## src/hw/rtl/tced_pkg.sv

```systemverilog
`timescale 1ns / 1ps
// ---------------------------------------------------------------------------
// tced_pkg
// Shared types and constants of the termcap escape decoder.
// ---------------------------------------------------------------------------
package tced_pkg;

  localparam logic [7:0] CHR_BSLASH = 8'h5C;
  localparam logic [7:0] CHR_CARET  = 8'h5E;
  localparam logic [7:0] CHR_E      = 8'h45;
  localparam logic [7:0] CHR_A      = 8'h61;
  localparam logic [7:0] CHR_B      = 8'h62;
  localparam logic [7:0] CHR_F      = 8'h66;
  localparam logic [7:0] CHR_N      = 8'h6E;
  localparam logic [7:0] CHR_R      = 8'h72;
  localparam logic [7:0] CHR_T      = 8'h74;
  localparam logic [7:0] CHR_OCT_LO = 8'h30;
  localparam logic [7:0] CHR_OCT_HI = 8'h37;

  localparam logic [7:0] CODE_ESC   = 8'h1B;
  localparam logic [7:0] CODE_BEL   = 8'h07;
  localparam logic [7:0] CODE_BS    = 8'h08;
  localparam logic [7:0] CODE_FF    = 8'h0C;
  localparam logic [7:0] CODE_LF    = 8'h0A;
  localparam logic [7:0] CODE_CR    = 8'h0D;
  localparam logic [7:0] CODE_HT    = 8'h09;
  localparam logic [7:0] CTRL_MASK  = 8'h1F;
  localparam logic [7:0] CTRL_NUL   = 8'h80;
  localparam logic [7:0] TERM_BYTE  = 8'h00;

  localparam int unsigned MAX_RES = 3;

  typedef enum logic [4:0] {
    MODE_NORMAL = 5'b00001,
    MODE_BSLASH = 5'b00010,
    MODE_CARET  = 5'b00100,
    MODE_OCT1   = 5'b01000,
    MODE_OCT2   = 5'b10000
  } tced_mode_t;

  typedef struct packed {
    logic [1:0]                cnt;
    logic [MAX_RES-1:0][7:0]   bytes;
    logic                      term;
  } tced_res_t;

endpackage

```

## src/hw/rtl/tced_decode.sv

```systemverilog
`timescale 1ns / 1ps
// ---------------------------------------------------------------------------
// tced_decode
// Escape state and single-pass decode of one registered byte into up to
// three result bytes.
// ---------------------------------------------------------------------------
module tced_decode (
  input  logic               clk,
  input  logic               rst_n,
  input  logic               adv,
  input  logic [7:0]         byte_i,
  input  logic               last_i,
  output tced_pkg::tced_res_t res
);

  tced_pkg::tced_mode_t mode_r, mode_nxt;
  logic [7:0]           oct_r, oct_nxt;

  always_comb begin
    logic       is_oct;
    logic [1:0] n;
    logic [7:0] v;
    is_oct   = (byte_i >= tced_pkg::CHR_OCT_LO) && (byte_i <= tced_pkg::CHR_OCT_HI);
    n        = 2'd0;
    v        = byte_i & tced_pkg::CTRL_MASK;
    res      = '0;
    mode_nxt = tced_pkg::MODE_NORMAL;
    oct_nxt  = oct_r;

    case (mode_r)
      tced_pkg::MODE_BSLASH: begin
        case (byte_i)
          tced_pkg::CHR_E: begin res.bytes[n] = tced_pkg::CODE_ESC; n = n + 2'd1; end
          tced_pkg::CHR_A: begin res.bytes[n] = tced_pkg::CODE_BEL; n = n + 2'd1; end
          tced_pkg::CHR_B: begin res.bytes[n] = tced_pkg::CODE_BS;  n = n + 2'd1; end
          tced_pkg::CHR_F: begin res.bytes[n] = tced_pkg::CODE_FF;  n = n + 2'd1; end
          tced_pkg::CHR_N: begin res.bytes[n] = tced_pkg::CODE_LF;  n = n + 2'd1; end
          tced_pkg::CHR_R: begin res.bytes[n] = tced_pkg::CODE_CR;  n = n + 2'd1; end
          tced_pkg::CHR_T: begin res.bytes[n] = tced_pkg::CODE_HT;  n = n + 2'd1; end
          default: begin
            if (is_oct) begin
              oct_nxt  = {5'd0, byte_i[2:0]};
              mode_nxt = tced_pkg::MODE_OCT1;
            end else begin
              res.bytes[n] = byte_i;
              n = n + 2'd1;
            end
          end
        endcase
      end
      tced_pkg::MODE_CARET: begin
        res.bytes[n] = (v == 8'd0) ? tced_pkg::CTRL_NUL : v;
        n = n + 2'd1;
      end
      tced_pkg::MODE_OCT1, tced_pkg::MODE_OCT2: begin
        if (is_oct && mode_r == tced_pkg::MODE_OCT1) begin
          oct_nxt  = {oct_r[4:0], byte_i[2:0]};
          mode_nxt = tced_pkg::MODE_OCT2;
        end else if (is_oct) begin
          res.bytes[n] = {oct_r[4:0], byte_i[2:0]};
          n = n + 2'd1;
          oct_nxt = 8'd0;
        end else begin
          // flush pending value, then treat byte as plain
          res.bytes[n] = oct_r;
          n = n + 2'd1;
          oct_nxt = 8'd0;
          if (byte_i == tced_pkg::CHR_BSLASH) begin
            mode_nxt = tced_pkg::MODE_BSLASH;
          end else if (byte_i == tced_pkg::CHR_CARET) begin
            mode_nxt = tced_pkg::MODE_CARET;
          end else begin
            res.bytes[n] = byte_i;
            n = n + 2'd1;
          end
        end
      end
      default: begin
        if (byte_i == tced_pkg::CHR_BSLASH) begin
          mode_nxt = tced_pkg::MODE_BSLASH;
        end else if (byte_i == tced_pkg::CHR_CARET) begin
          mode_nxt = tced_pkg::MODE_CARET;
        end else begin
          res.bytes[n] = byte_i;
          n = n + 2'd1;
        end
      end
    endcase

    if (last_i) begin
      if (mode_nxt == tced_pkg::MODE_OCT1 || mode_nxt == tced_pkg::MODE_OCT2) begin
        res.bytes[n] = oct_nxt;
        n = n + 2'd1;
      end
      res.bytes[n] = tced_pkg::TERM_BYTE;
      n = n + 2'd1;
      res.term = 1'b1;
      mode_nxt = tced_pkg::MODE_NORMAL;
      oct_nxt  = 8'd0;
    end
    res.cnt = n;
  end

  always_ff @(posedge clk) begin
    if (!rst_n) begin
      mode_r <= tced_pkg::MODE_NORMAL;
      oct_r  <= 8'd0;
    end else if (adv) begin
      mode_r <= mode_nxt;
      oct_r  <= oct_nxt;
    end
  end

endmodule

```

## src/hw/rtl/tced_out_buf.sv

```systemverilog
`timescale 1ns / 1ps
// ---------------------------------------------------------------------------
// tced_out_buf
// Result register holding up to three decoded bytes, shifted out one item
// per cycle while out_stall is low.
// ---------------------------------------------------------------------------
module tced_out_buf (
  input  logic                clk,
  input  logic                rst_n,
  input  logic                load,
  input  tced_pkg::tced_res_t res,
  input  logic                out_stall,
  output logic                free,
  output logic                out_valid,
  output logic [7:0]          out_byte,
  output logic                out_last
);

  logic [tced_pkg::MAX_RES-1:0][7:0] q_r, q_nxt;
  logic [1:0]                        cnt_r, cnt_nxt;
  logic                              term_r, term_nxt;
  logic                              pop;

  assign out_valid = (cnt_r != 2'd0);
  assign out_byte  = q_r[0];
  assign out_last  = term_r && (cnt_r == 2'd1);
  assign pop       = out_valid && !out_stall;
  assign free      = (cnt_r == 2'd0) || (cnt_r == 2'd1 && !out_stall);

  always_comb begin
    q_nxt    = q_r;
    cnt_nxt  = cnt_r;
    term_nxt = term_r;
    if (load) begin
      q_nxt    = res.bytes;
      cnt_nxt  = res.cnt;
      term_nxt = res.term;
    end else if (pop) begin
      q_nxt   = {8'd0, q_r[tced_pkg::MAX_RES-1:1]};
      cnt_nxt = cnt_r - 2'd1;
    end
  end

  always_ff @(posedge clk) begin
    if (!rst_n) begin
      cnt_r  <= 2'd0;
      term_r <= 1'b0;
    end else begin
      cnt_r  <= cnt_nxt;
      term_r <= term_nxt;
    end
  end

  always_ff @(posedge clk) begin
    q_r <= q_nxt;
  end

endmodule

```

## src/hw/rtl/termcap_escape_decoder_unit.sv

```systemverilog
`timescale 1ns / 1ps
// ---------------------------------------------------------------------------
// termcap_escape_decoder_unit
// Decodes termcap string escapes, one raw byte per input item.
// ---------------------------------------------------------------------------
// input channel: in_valid/in_stall carry in_byte and in_last (final byte of
// a string). output channel: out_valid/out_stall carry out_byte and out_last
// (set only on the zero terminator closing the string).
// an accepted item is held in an input register; once the result register is
// free, its decoded bytes (zero to three) are loaded into the result register,
// which presents the first result to the output channel.
// throughput is one item per cycle while each item yields at most one byte
// and out_stall is low; an item yielding more bytes occupies the result
// register until the single output port has drained it, one byte per cycle.
// reset clears the escape state and the valid state of the input register
// and the result register; no item is in flight after reset.
// when the receiver stalls, the output byte is held, the result register
// fills and in_stall is raised once the input register cannot advance.
// ---------------------------------------------------------------------------
module termcap_escape_decoder_unit (
  input  logic       clk,
  input  logic       rst_n,
  input  logic       in_valid,
  output logic       in_stall,
  input  logic [7:0] in_byte,
  input  logic       in_last,
  output logic       out_valid,
  input  logic       out_stall,
  output logic [7:0] out_byte,
  output logic       out_last
);

  logic                in_vld_r, in_vld_nxt;
  logic [7:0]          byte_r;
  logic                last_r;
  logic                free;
  logic                adv;
  logic                take;
  tced_pkg::tced_res_t res;

  assign adv      = in_vld_r && free;
  assign in_stall = in_vld_r && !free;
  assign take     = in_valid && !in_stall;

  always_comb begin
    in_vld_nxt = in_vld_r;
    if (take) begin
      in_vld_nxt = 1'b1;
    end else if (adv) begin
      in_vld_nxt = 1'b0;
    end
  end

  always_ff @(posedge clk) begin
    if (!rst_n) begin
      in_vld_r <= 1'b0;
    end else begin
      in_vld_r <= in_vld_nxt;
    end
  end

  always_ff @(posedge clk) begin
    if (take) begin
      byte_r <= in_byte;
      last_r <= in_last;
    end
  end

  tced_decode u_decode (
    .clk    (clk),
    .rst_n  (rst_n),
    .adv    (adv),
    .byte_i (byte_r),
    .last_i (last_r),
    .res    (res)
  );

  tced_out_buf u_out_buf (
    .clk       (clk),
    .rst_n     (rst_n),
    .load      (adv),
    .res       (res),
    .out_stall (out_stall),
    .free      (free),
    .out_valid (out_valid),
    .out_byte  (out_byte),
    .out_last  (out_last)
  );

endmodule
```

## config.mk

```make
export PLATFORM = sky130hd
export DESIGN_NAME = termcap_escape_decoder_unit
export DESIGN_NICKNAME = d
export VERILOG_FILES = /design/src/hw/rtl/tced_pkg.sv /design/src/hw/rtl/tced_decode.sv /design/src/hw/rtl/tced_out_buf.sv /design/src/hw/rtl/termcap_escape_decoder_unit.sv
export SDC_FILE = /design/constraint.sdc
export NUM_CORES = 1
export LEC_CHECK = 0
export ABC_AREA = 1
export BUFFER_PORTS_ARGS = -buffer_cell sky130_fd_sc_hd__buf_4
export CORE_MARGIN = 4
export CORE_UTILIZATION = 45
export CTS_BUF_LIST = sky130_fd_sc_hd__clkbuf_4 sky130_fd_sc_hd__clkbuf_8 sky130_fd_sc_hd__clkbuf_16
export DETAILED_ROUTE_END_ITERATION = 8
export PLACE_DENSITY_LB_ADDON = 0.25
export SLEW_MARGIN = 0
export SYNTH_ARGS = -nofsm -noshare
export SYNTH_HDL_FRONTEND = slang
export SYNTH_SLANG_ARGS = --single-unit
```

## constraint.sdc

```tcl
create_clock -name clk -period 3.8 [get_ports clk]
set_clock_uncertainty 0.15 [all_clocks]
set_input_delay 0.57 -clock clk [delete_from_list [all_inputs] [get_ports clk]]
set_output_delay 0.57 -clock clk [all_outputs]
set_load 0.01 [all_outputs]
```

==> impl_metrics.json, run 1 <==
{
  "status": "completed",
  "ys.warnings.count": 0,
  "grt_max_degree": 30,
  "dp_hpwl_um": 6700,
  "finalCritPeriodShare_pct": 86.8,
  "insertion_delay_ps": 310,
  "drtIter0Drc": 292,
  "antenna_cells": 0,
  "die_h_um": 95.1,
  "hold_viol": 0,
  "seq_area_frac_synth_pct": 39.0,
  "port_buffers": 23,
  "synthesis.nets": 481,
  "critPathMaxFanout": 8,
  "post_cts_buffers": 0,
  "final_cells": 574,
  "ant_nets": 0,
  "io_pins": 24,
  "critPathCapture": "u_out_buf.q_r[18]$_SDFFCE_PN0P_",
  "vias_per_cell": 5.45,
  "leakage_uw": 0.00158,
  "path_delay_family": "simple AND/OR/NAND/NOR gates",
  "synth_edf_count": 33,
  "clock-sinks": 50,
  "seq_area_um2": 1330,
  "timing.slew.headroom_pct": 48.9,
  "crit_slowest_cell": "edfxtp_1",
  "tightest_slew_ps": 763,
  "drv_cap": 0,
  "ir_worst_vdd_uv": 515,
  "drive_above_1_share_pct": 16.2,
  "num_rows": 31,
  "gp_congestion": 1.07,
  "async_flop_share_pct": 0,
  "reg2reg_from": "byte_r[4]$_DFFE_PP_",
  "routedWlPerCell_um": 15.6,
  "place_inst": 566,
  "synth_ff_type": "edfxtp_1",
  "endpoint_kind": "flop",
  "rsz0062_at_grt": "no",
  "fmax_mhz": 303,
  "required_ps": 3820,
  "cts-root-buf": "clkbuf_8",
  "rrSetupSlack_ps": 500,
  "period_needed_ps": 3300,
  "synth_seq_cells": 50,
  "max_stage_delay_ps": 590,
  "netlist_area_um2": 3410,
  "grt_overflow_total": 0,
  "crit_path_cell_trace": "inv_1 -> nor2_1 -> nand2_1 -> nand2_1 -> nand3_1 -> nand4_4 -> inv_1 -> ha_1 -> a21oi_1 -> inv_1 -> ha_1 -> inv_1 -> nand4_1 -> nor2_1",
  "multi_input_area_um2": 1760,
  "avgSynthCellArea_um2": 7.42,
  "syn_to_final_growth_pct": 8.80,
  "nets": 495,
  "clk_path_buf_depth": 2,
  "antenna_found_initial": 0,
  "slew_viol_final": 0,
  "grt_pass1_wl_um": 15100,
  "path_depth": 14,
  "clk_pin_slew_ps": 110,
  "grt_pass1_vias": 3006,
  "place_area_um2": 3610,
  "fp.dieW_um": 95.1,
  "start_util_pct": 46.8,
  "synthesis.instances": 460,
  "numCtsBuffers": 5,
  "hold_buffers": 0,
  "startpoint": "byte_r[4]$_DFFE_PP_",
  "start_kind": "flop",
  "cts_tree": "yes",
  "crit_buf_inv": 4,
  "nFillCells": 739,
  "timing.rr.end": "u_out_buf.q_r[18]$_SDFFCE_PN0P_",
  "core_area_um2": 7290,
  "cts_htree_levels": 2,
  "power_density_nw_per_um2": 444,
  "dieArea_um2": 9040,
  "drc": 0,
  "cp.arrival_ps": 3320,
  "setup_viol": 0,
  "grt_usage_pct": 21.4,
  "hold_path_class": "in2reg",
  "rr_worst_depth": 14,
  "critPathKind": "reg2reg",
  "dr.pass1.iters": 5,
  "wl_um": 8930,
  "vias": 3131,
  "fin_tns_setup_ps": 0,
  "cpMostUsedCell": "inv_1",
  "finalInstanceArea_um2": 3710,
  "power_uw": 1650,
  "ys_types": 36
}
==> layout by cell type (no fill, tap or decap), types with 17 or more instances in the layout <==
cell type  synthesis  final
a21oi_1           21     21
nand2_1          141    141
dfxtp_1           17     17
nor2_1            52     52
o21ai_0           19     18
inv_1             43     43
buf_4              8     28
nand3_1           32     32
edfxtp_1          33     33
==> power by group <==
part           internal, uW  total [uW]  switching, uW  leakage [uW]
Clock                   137         341            204     0.0000502
Combinational           178         485            307       0.00107
Sequential              763         821           58.1      0.000458
Total                  1080        1650            569       0.00158
==> flip-flops by register name, indices dropped and copies added (netlist names) <==
signal,count
u_out_buf.q_r,16
byte_r,8
u_out_buf.term_r,1
u_out_buf.cnt_r,2
u_decode.oct_r,8
u_decode.mode_r,5
last_r,1
u_out_buf.out_byte,8
in_vld_r,1
==> kinds of logic after synthesis <==
logic type | share of synthesized area (%)
buf+inv | 9.75
compound gates | 14.5
flops | 39.0
fa+ha+maj | 2.93
simple gates | 33.8
==> Yosys cell counts, types with 2 or more instances <==
library cell	instances	area (um^2)
inv_2	7	26.3
buf_2	6	30.0
a22oi_1	3	22.5
ha_1	8	100
dfxtp_1	17	340
buf_4	8	60.1
buf_6	3	33.8
nand2_1	141	529
edfxtp_1	33	991
nor2_2	4	25.0
o21ai_0	19	95.1
a21oi_1	21	105
nor3_1	3	15.0
o21ai_1	5	25.0
nand3_1	32	160
nand2_2	6	37.5
nand4_2	2	25.0
nand4_1	6	37.5
a22oi_2	5	62.6
inv_1	43	161
nor2_4	4	45.0
nor2_1	52	195
o21a_1	8	60.1
clkbuf_1	3	11.3
o211ai_2	2	25.0
nand2_4	3	33.8
o211ai_1	7	52.6
==> how the worst min path moves through the flow <==
stage | endpoint | depth (start not counted) | start
finish | byte_r[2]$_DFFE_PP_ | 1 | in_byte[2]
global route | byte_r[6]$_DFFE_PP_ | 1 | in_byte[6]
CTS | byte_r[2]$_DFFE_PP_ | 1 | in_byte[2]
detailed placement | u_decode.oct_r[2]$_SDFFE_PN0P_ | 2 | u_decode.oct_r[2]$_SDFFE_PN0P_
global placement | u_decode.oct_r[2]$_SDFFE_PN0P_ | 2 | u_decode.oct_r[2]$_SDFFE_PN0P_
floorplan | u_decode.oct_r[2]$_SDFFE_PN0P_ | 2 | u_decode.oct_r[2]$_SDFFE_PN0P_
==> area by class of cell <==
class	instances	share of cell area, %
inverter	51	5.19
clock inverter	3	0.775
clock buffer	5	1.85
multi-input combinational	338	47.3
sequential	50	35.9
timing repair buffer	28	5.66
tap	99	3.34
==> routing by layer <==
metal | track usage, % | vias to the layer above | wire length, um | share of wire, %
met4 | 7.33 | 0 | 248 | 2.8
met3 | 3.00 | 21 | 610 | 6.8
met1 | 29.5 | 1436 | 3980 | 45
met2 | 34.3 | 143 | 4090 | 46
li1 | - | 1531 | - | -
met5 | 0 | - | 0 | 0
==> stage by stage <==
stage	util [%]	setup WS, ps	hold slack, ps
2_1_floorplan	-	482	319
3_3_place_gp	49.5	362	334
3_5_place_dp	49.5	298	335
4_1_cts	50.8	264	275
5_1_grt	50.9	225	272
6_report	50.9	500	278
==> repair_timing <==
action                                  in CTS  in global routing
hold endpoints to repair                     0                  0
gates resized for setup                      0                  1
endpoints found under the setup margin       0                  2
No activity file was read; power rests on OpenSTA's default activity.
==> run 2: changes to the inputs <==
--- a/config.mk
+++ b/config.mk
@@ -5,7 +5,6 @@
 export SDC_FILE = /design/constraint.sdc
 export NUM_CORES = 1
 export LEC_CHECK = 0
-export ABC_AREA = 1
 export BUFFER_PORTS_ARGS = -buffer_cell sky130_fd_sc_hd__buf_4
 export CORE_MARGIN = 4
 export CORE_UTILIZATION = 45
==> run 2 against run 1 <==
Sequential share of layout area up 2.2 points. Critical endpoint is now u_out_buf.q_r[11]$_DFFE_PP_. Power down 12%. Sequential power down 14%. Core utilization up 2.9 points. Wire length down 6.5%. Largest power group unchanged. Area after synthesis down 9.8%. Worst setup slack worse by 180 ps. Register-to-register slack worse by 180 ps. Synthesized cell count down 29%.
==> impl_metrics.json, run 2 <==
{
  "status": "completed",
  "fp.dieW_um": 90.7,
  "cpMostUsedCell": "ha_1",
  "numCtsBuffers": 5,
  "core_area_um2": 6490,
  "required_ps": 3700,
  "cts_htree_levels": 2,
  "slew_viol_final": 0,
  "grt_usage_pct": 20.5,
  "setup_viol": 0,
  "rsz0062_at_grt": "no",
  "min_path_cells": 1,
  "synth_ff_type": "edfxtp_1",
  "crit_slowest_cell": "edfxtp_1",
  "power_density_nw_per_um2": 413,
  "netlist.area_leader.share_pct": 32.2,
  "start_kind": "flop",
  "drtIter0Drc": 215,
  "tightest_slew_ps": 825,
  "critPathCapture": "u_out_buf.q_r[11]$_DFFE_PP_",
  "timing.slew.headroom_pct": 44.7,
  "hold_viol": 0,
  "die_h_um": 90.7,
  "synth_area_leaders": "edfxtp_1 32%, dfxtp_1 11%, a22oi_1 4.6%, o21ai_0 3.7%, ha_1 3.3%",
  "synthesis.instances": 327,
  "insertion_delay_ps": 310,
  "gp_congestion": 0.946,
  "crit_path_cell_trace": "or3b_1 -> or2_1 -> a221oi_2 -> nor3_2 -> ha_1 -> a21oi_2 -> ha_1 -> nand2_1 -> and3_1 -> a22oi_1 -> o21ai_0",
  "grt_pass1_vias": 2619,
  "grt_max_degree": 29,
  "reg2reg_from": "byte_r[7]$_DFFE_PP_",
  "avgSynthCellArea_um2": 9.42,
  "hold_path_class": "in2reg",
  "ys.warnings.count": 0,
  "seq_area_um2": 1330,
  "largest_reg_flops": 16,
  "antenna_cells": 0,
  "synthesis.nets": 348,
  "top_register": "u_out_buf.q_r",
  "routedWlPerCell_um": 19.7,
  "drv_cap": 0,
  "critPathKind": "reg2reg",
  "cts_tree": "yes",
  "grt_pass1_wl_um": 13500,
  "startpoint": "byte_r[7]$_DFFE_PP_",
  "synthTopCellsByCount": "33 x edfxtp_1, 26 x nor2_1, 24 x nand2_1, 23 x o21ai_0, 19 x a22oi_1",
  "timing.rr.end": "u_out_buf.q_r[11]$_DFFE_PP_",
  "endpoint_kind": "flop",
  "leakage_uw": 0.00125,
  "nets": 367,
  "ir_worst_vdd_uv": 205,
  "syn_to_final_growth_pct": 13.5,
  "synth_edf_count": 33,
  "multi_input_area_um2": 1600,
  "drc": 0,
  "dp_hpwl_um": 6160,
  "antenna_found_initial": 0,
  "grt_overflow_total": 0,
  "nFillCells": 583,
  "port_buffers": 23,
  "ys_types": 66,
  "io_pins": 24,
  "clk_path_buf_depth": 2,
  "finalCritPeriodShare_pct": 91.5,
  "vias": 2697,
  "final_cell_mix": "40 x buf_4, 33 x edfxtp_1, 26 x nor2_1",
  "rr_worst_depth": 11,
  "rrSetupSlack_ps": 320,
  "critPathMaxFanout": 5,
  "seq_area_frac_synth_pct": 43.2,
  "dieArea_um2": 8230,
  "clock-sinks": 50,
  "num_rows": 29,
  "cp.arrival_ps": 3380,
  "synth_most_common_cell": "edfxtp_1",
  "netlist_area_um2": 3080,
  "layout_commonest_cell": "buf_4",
  "async_flop_share_pct": 0,
  "fin_tns_setup_ps": 0,
  "clk_pin_slew_ps": 90,
  "max_stage_delay_ps": 490,
  "drive_above_1_share_pct": 18.2,
  "dr.pass1.iters": 5,
  "finish.utilization_pct": 53.8,
  "vias_per_cell": 6.36,
  "synth_seq_cells": 50,
  "start_util_pct": 47.4,
  "synth_top_cell_by_area": "edfxtp_1",
  "wl_um": 8350,
  "fmax_mhz": 288,
  "cts-root-buf": "clkbuf_8",
  "period_needed_ps": 3480,
  "ant_nets": 0
}
[run 2: layout make-up]
class	instances	share of cell area [%]
repair buffers	40	8.59
flip-flops and latches	50	38.1
inverters	10	1.07
well taps	77	2.76
multi-input cells	239	45.7
clock buffers	8	3.80
[run 2: stage by stage]
| stage | setup WS (ps) | total power (uW) | area [um^2] | std cells | hold slack [ps] |
|---|---|---|---|---|---|
| global route | 57.2 | 1510 | 3490 | 424 | 274 |
| finish | 324 | 1440 | 3490 | 424 | 287 |
| floorplan | 530 | 930 | 3080 | 327 | 289 |
| global placement | 293 | 1040 | 3330 | 416 | 307 |
| CTS | 93.1 | 1450 | 3470 | 424 | 279 |
| detailed placement | 131 | 1040 | 3330 | 416 | 317 |
[run 2: kinds of logic after synthesis]
logic type	share of synthesized area, %
AOI/OAI and AO/OA	23.6
xor gates and xnor gates	1.14
adders and majority gates	3.25
buffers and inverters	6.38
DFF	43.2
muxes	1.79
and+or+nand+nor	20.6
[run 2: metal layers]
metal	vias up	global-route usage [%]	routed length, um
li1	1256	-	-
met1	1305	27.4	3700
met2	110	31.3	3780
met3	26	4.25	537
met4	0	10.5	332
met5	-	0	0
[run 2: how the worst min path moves through the flow]
stage                                  start                            end
2_1_floorplan  u_out_buf.term_r$_SDFFE_PN0P_  u_out_buf.term_r$_SDFFE_PN0P_
3_3_place_gp   u_out_buf.term_r$_SDFFE_PN0P_  u_out_buf.term_r$_SDFFE_PN0P_
3_5_place_dp   u_out_buf.term_r$_SDFFE_PN0P_  u_out_buf.term_r$_SDFFE_PN0P_
4_1_cts                           in_byte[2]            byte_r[2]$_DFFE_PP_
5_1_grt                           in_byte[5]            byte_r[5]$_DFFE_PP_
6_report                          in_byte[2]            byte_r[2]$_DFFE_PP_
[run 2: what timing repair did]
action,in CTS,in global routing
hold buffers,0,0
gates resized for setup,0,5
buffers inserted,0,0
endpoints found under the setup margin,0,13
[run 2: power breakdown]
group	total (uW)	switching [uW]	internal, uW
registers	707	31.5	676
clock network	410	182	228
logic	325	189	136
total	1440	402	1040
[run 2: worst max-delay path, delay by kind of cell, from the launching register on]
kind | cells | cell delay [ps]
flip-flops | 1 | 490
AND/OR/NAND/NOR | 5 | 1280
AO/OA/AOI/OAI | 4 | 760
adder cells (fa/ha/maj) | 2 | 530
